[config.mk]
export PLATFORM = sky130hd
export DESIGN_NAME = rmlfw_addr_unit
export DESIGN_NICKNAME = d
export VERILOG_FILES = /design/src/rtl/core/rmlfw_pkg.sv /design/src/rtl/core/rmlfw_addr_unit.sv
export SDC_FILE = /design/constraint.sdc
export NUM_CORES = 1
export LEC_CHECK = 0
export BUFFER_PORTS_ARGS = -buffer_cell sky130_fd_sc_hd__buf_2
export CAP_MARGIN = 20
export CORE_MARGIN = 2
export CORE_UTILIZATION = 40
export CTS_CLUSTER_SIZE = 16
export DETAILED_ROUTE_END_ITERATION = 8
export PLACE_DENSITY_LB_ADDON = 0.15
export SETUP_SLACK_MARGIN = 0.5
export SLEW_MARGIN = 20
export SYNTH_ARGS = -nofsm -noshare
export SYNTH_HDL_FRONTEND = slang
export SYNTH_SLANG_ARGS = --single-unit
[constraint.sdc]
create_clock -name clk -period 3.55 [get_ports clk]
set_input_delay 0.355 -clock clk [delete_from_list [all_inputs] [get_ports clk]]
set_output_delay 0.355 -clock clk [all_outputs]
set_load 0.05 [all_outputs]
[src/rtl/core/rmlfw_pkg.sv]
package rmlfw_pkg;

  // Input item kinds
  typedef enum logic [1:0] {
    MODE_PIXEL     = 2'd0,
    MODE_END_WRITE = 2'd1,
    MODE_NEXT_LINE = 2'd2,
    MODE_CLEAR     = 2'd3
  } mode_t;

  // Address unit operations
  typedef enum logic [1:0] {
    ADDR_HOLD,
    ADDR_LOAD,
    ADDR_INC,
    ADDR_ZERO
  } addr_op_t;

  // Frame memory strobes
  typedef struct packed {
    logic we;
    logic re;
  } mem_ctl_t;

  localparam int unsigned PIXELS_PER_BYTE = 8;
  localparam int unsigned BIT_W           = 3;   // bit within a byte
  localparam int unsigned COL_W           = 5;   // byte column from an 8-bit coordinate

  localparam logic [7:0] CMD_WRITE  = 8'h01;
  localparam logic [7:0] CMD_CLEAR  = 8'h04;
  localparam logic [7:0] WHITE_BYTE = 8'hFF;
  localparam logic [7:0] DUMMY_BYTE = 8'h00;

endpackage

[src/rtl/core/rmlfw_addr_unit.sv]
module rmlfw_addr_unit
  import rmlfw_pkg::*;
#(
  parameter int unsigned LINE_BYTES = 18,
  parameter int unsigned AW         = 12
) (
  input  logic             clk,
  input  addr_op_t         op,
  input  logic [7:0]       line,
  input  logic [COL_W-1:0] col,
  output logic [AW-1:0]    addr
);

  logic [AW-1:0] addr_r;
  logic [AW-1:0] addr_nxt;

  // line * bytes-per-line + column, a step of one, zero, or hold
  always_comb begin
    unique case (op)
      ADDR_LOAD: addr_nxt = AW'(line) * AW'(LINE_BYTES) + AW'(col);
      ADDR_INC:  addr_nxt = addr_r + AW'(1);
      ADDR_ZERO: addr_nxt = '0;
      default:   addr_nxt = addr_r;
    endcase
  end

  always_ff @(posedge clk) begin
    addr_r <= addr_nxt;
  end

  assign addr = addr_r;

endmodule

==> summary.txt <==
Hold path
  • Worst hold path class: input pin to flop

Yosys
  • Net Count, Synth: around 160
  • Synth cell types: 35
  • Syn avg cell area: just under 10 um2
  • Mapped cell area: 1250 um2
  • Flops & latches, synth: 12
  • Mapped Cells: about 130
  • Seq/Total Area, Yosys: between 20 and 30%
  • Number of synthesis warnings: 0

Clock tree
  • CTS tree: done
  • H-tree Lvls: 1
  • Max clock buf depth: 2
  • Postcts setup bufs: 0
  • CTS root buffer: clkbuf_4
  • Post-CTS Hold Fix Bufs: 0
  • Number of CTS-inserted buffers: 3
  • Cts repair resizes: 0
  • CTS clock-pin slew for the worst setup and hold paths: about 70 ps
  • Clock sinks: 12
  • Worst skew pair latency: 270 ps

Floorplanning
  • Full die area: 3580 um2
  • Die X: between 50 and 60 um
  • Die Y: around 60 um
  • Starting Density: 41.5%
  • Core Region: approximately 3000 um2
  • IO Count: 28
  • # rows: 20

Final layout
  • Layout area overhead: 14.2%
  • Number of flip-flops in the largest register: 12
  • N_diodes: 0
  • Ratio of cells with drive above 1 in the final layout: 23.7%
  • Most common cell after layout, fill and taps aside: buf_2
  • Nets@finish: 191
  • Filler cell count: between 300 and 400
  • Most frequent cells in the layout: buf_2 (27), ha_1 (15), xor2_1 (12), edfxtp_1 (12), nor2_1 (11)
  • Fin area: 1420 um2
  • Final core utilization: 47.4%

Place
  • Placed cell areas: 1400 um2
  • Number of port buffers: 27
  • Final HPWL DP: 2.01 mm
  • Routability cong.: 0.822

Timing
  • Hold slack: 365 ps
  • Slew Viols, Final: 0
  • Tcrit/Tclk final: 67.7%
  • # setup viols final: 0
  • RSZ-0062 raised after global routing: no
  • Slew @ Worst Pin: 530 ps
  • Setup Skew: 1.69 ps
  • Final critical-path required period: 2400 ps
  • Slew headroom: 64.7%
  • Max Clk Rate: 416 MHz
  • Final Hold Fails: 0
  • TNS Setup: 0 ps

Power and ir drop
  • PD cells: 399 nW/um2
  • Leakage power: 0.619 nW
  • Peak supply drop: between 0.1 and 0.15 mV

Detailed routing
  • Via count: 1007
  • ANT nets after route: 0
  • DRC: 0
  • Final wirelength: 2.46 mm
  • Drt first pass iters: 5
  • DR iter-0 viols: 50
  • Wirelength per Cell: between 10 and 15 um
  • Via/cell ratio: 5.33

Run status
  • Outcome: finished, final reports clean

Critical path
  • Arrival time at the worst endpoint: 2410 ps
  • Crit path kind: input pin to flop
  • Startpoint class of the critical path: input pin
  • Crit Path Max Fanout: 3
  • WP data required: 3550 ps
  • Crit. End Element: flop

Run
  • Max-cap viol count: 0

Global route
  • Pin count of the biggest net entering global routing: 13
  • Vias in the first global route: 976
  • GRT Total Usage: between 10% and 20%
  • Initial antenna violation count: 0
  • First-pass GRT wire length: about 4.2 mm
  • Grt ovf: 0
-- stage by stage --
step                      power, mW  std cells  worst slack, ps
after detailed placement      0.489        186              845
after global routing          0.605        189              949
after floorplan               0.429        128             1140
final                         0.567        189             1150
after CTS                     0.573        189             1150
after global placement        0.485        186              898
-- logic make-up (layout without fill, tap and decap cells) --
logic type	count (synthesis)	after routing	share of synthesized area (%)
adders and majority gates	17	17	18.3
buffers and inverters	10	38	4.22
xor gates and xnor gates	21	21	15.4
AOI/OAI and AO/OA	26	26	14.8
DFF	12	12	28.9
and+or+nand+nor	42	42	18.5
-- Yosys cell counts --
| library cell | number | area (um2) |
|---|---|---|
| edfxtp_1 | 12 | 360 |
| a31o_1 | 1 | 8.76 |
| ha_1 | 15 | 188 |
| and4_1 | 2 | 17.5 |
| and3_1 | 3 | 18.8 |
| fa_1 | 2 | 40.0 |
| o21ai_1 | 1 | 5.00 |
| nand4b_1 | 1 | 8.76 |
| nand2b_1 | 2 | 12.5 |
| or2_1 | 1 | 6.26 |
| o21a_2 | 1 | 8.76 |
| or2b_2 | 1 | 8.76 |
| o211ai_1 | 1 | 7.51 |
| nor4b_1 | 1 | 8.76 |
| nand2_1 | 7 | 26.3 |
| xnor2_2 | 1 | 16.3 |
| a21o_1 | 1 | 7.51 |
| a211oi_2 | 1 | 12.5 |
| a21oi_1 | 4 | 20.0 |
| o21ba_1 | 1 | 10.0 |
| xor2_1 | 12 | 105 |
| inv_1 | 8 | 30.0 |
| and3b_1 | 1 | 8.76 |
| nor2_1 | 11 | 41.3 |
| xnor2_1 | 8 | 70.1 |
| o21ai_0 | 3 | 15.0 |
| nand4_1 | 2 | 12.5 |
| o2bb2ai_1 | 3 | 26.3 |
| and2b_2 | 1 | 8.76 |
| nand3_1 | 7 | 35.0 |
| o31ai_2 | 1 | 12.5 |
| buf_6 | 2 | 22.5 |
| nor3_2 | 1 | 10.0 |
| nor2b_1 | 1 | 6.26 |
| o22ai_1 | 8 | 50.1 |
-- power breakdown --
group | internal [mW] | total (mW) | switching, mW
Sequential | 0.187 | 0.209 | 0.0222
Combinational | 0.0983 | 0.276 | 0.178
Clock | 0.0392 | 0.0822 | 0.0430
Total | 0.324 | 0.567 | 0.243
-- worst max-delay path: stages --
cell	delay, ps
buf_2	120
ha_1	270
ha_1	170
inv_1	60
fa_1	380
nand2b_1	170
a21oi_1	160
xor2_1	250
and4_1	250
xnor2_1	120
o22ai_1	90
-- area by class of cell --
cell class	count	area (um2)	share of cell area, %
repair buffers	27	135	9.50
well taps	33	41.3	2.90
flip-flops and latches	12	360	25.3
clock buffers	3	22.5	1.58
inverters	8	30.0	2.11
multi-input cells	106	833	58.6
-- metal layers --
layer  vias to the layer above  share of wire, %  GRT usage (%)
met1                       454                47           20.7
met4                         0               1.1           7.30
met2                        23                47           25.3
met3                         2               4.2          0.866
met5                         -                 0              0
li1                        528                 -              -
-- path summary, 6_finish.rpt --
kind / from / to / slack (ps) / cells past startpoint
setup / recovery: line[4] / addr[11] / 1150 / 11
hold / removal: col[0] / addr[0] / 370 / 2
hold reg to reg: addr[0] / addr[0] / 660 / 1
setup reg to reg: addr[2] / addr[11] / 1920 / 6
Power figures use the tool's default switching activity.
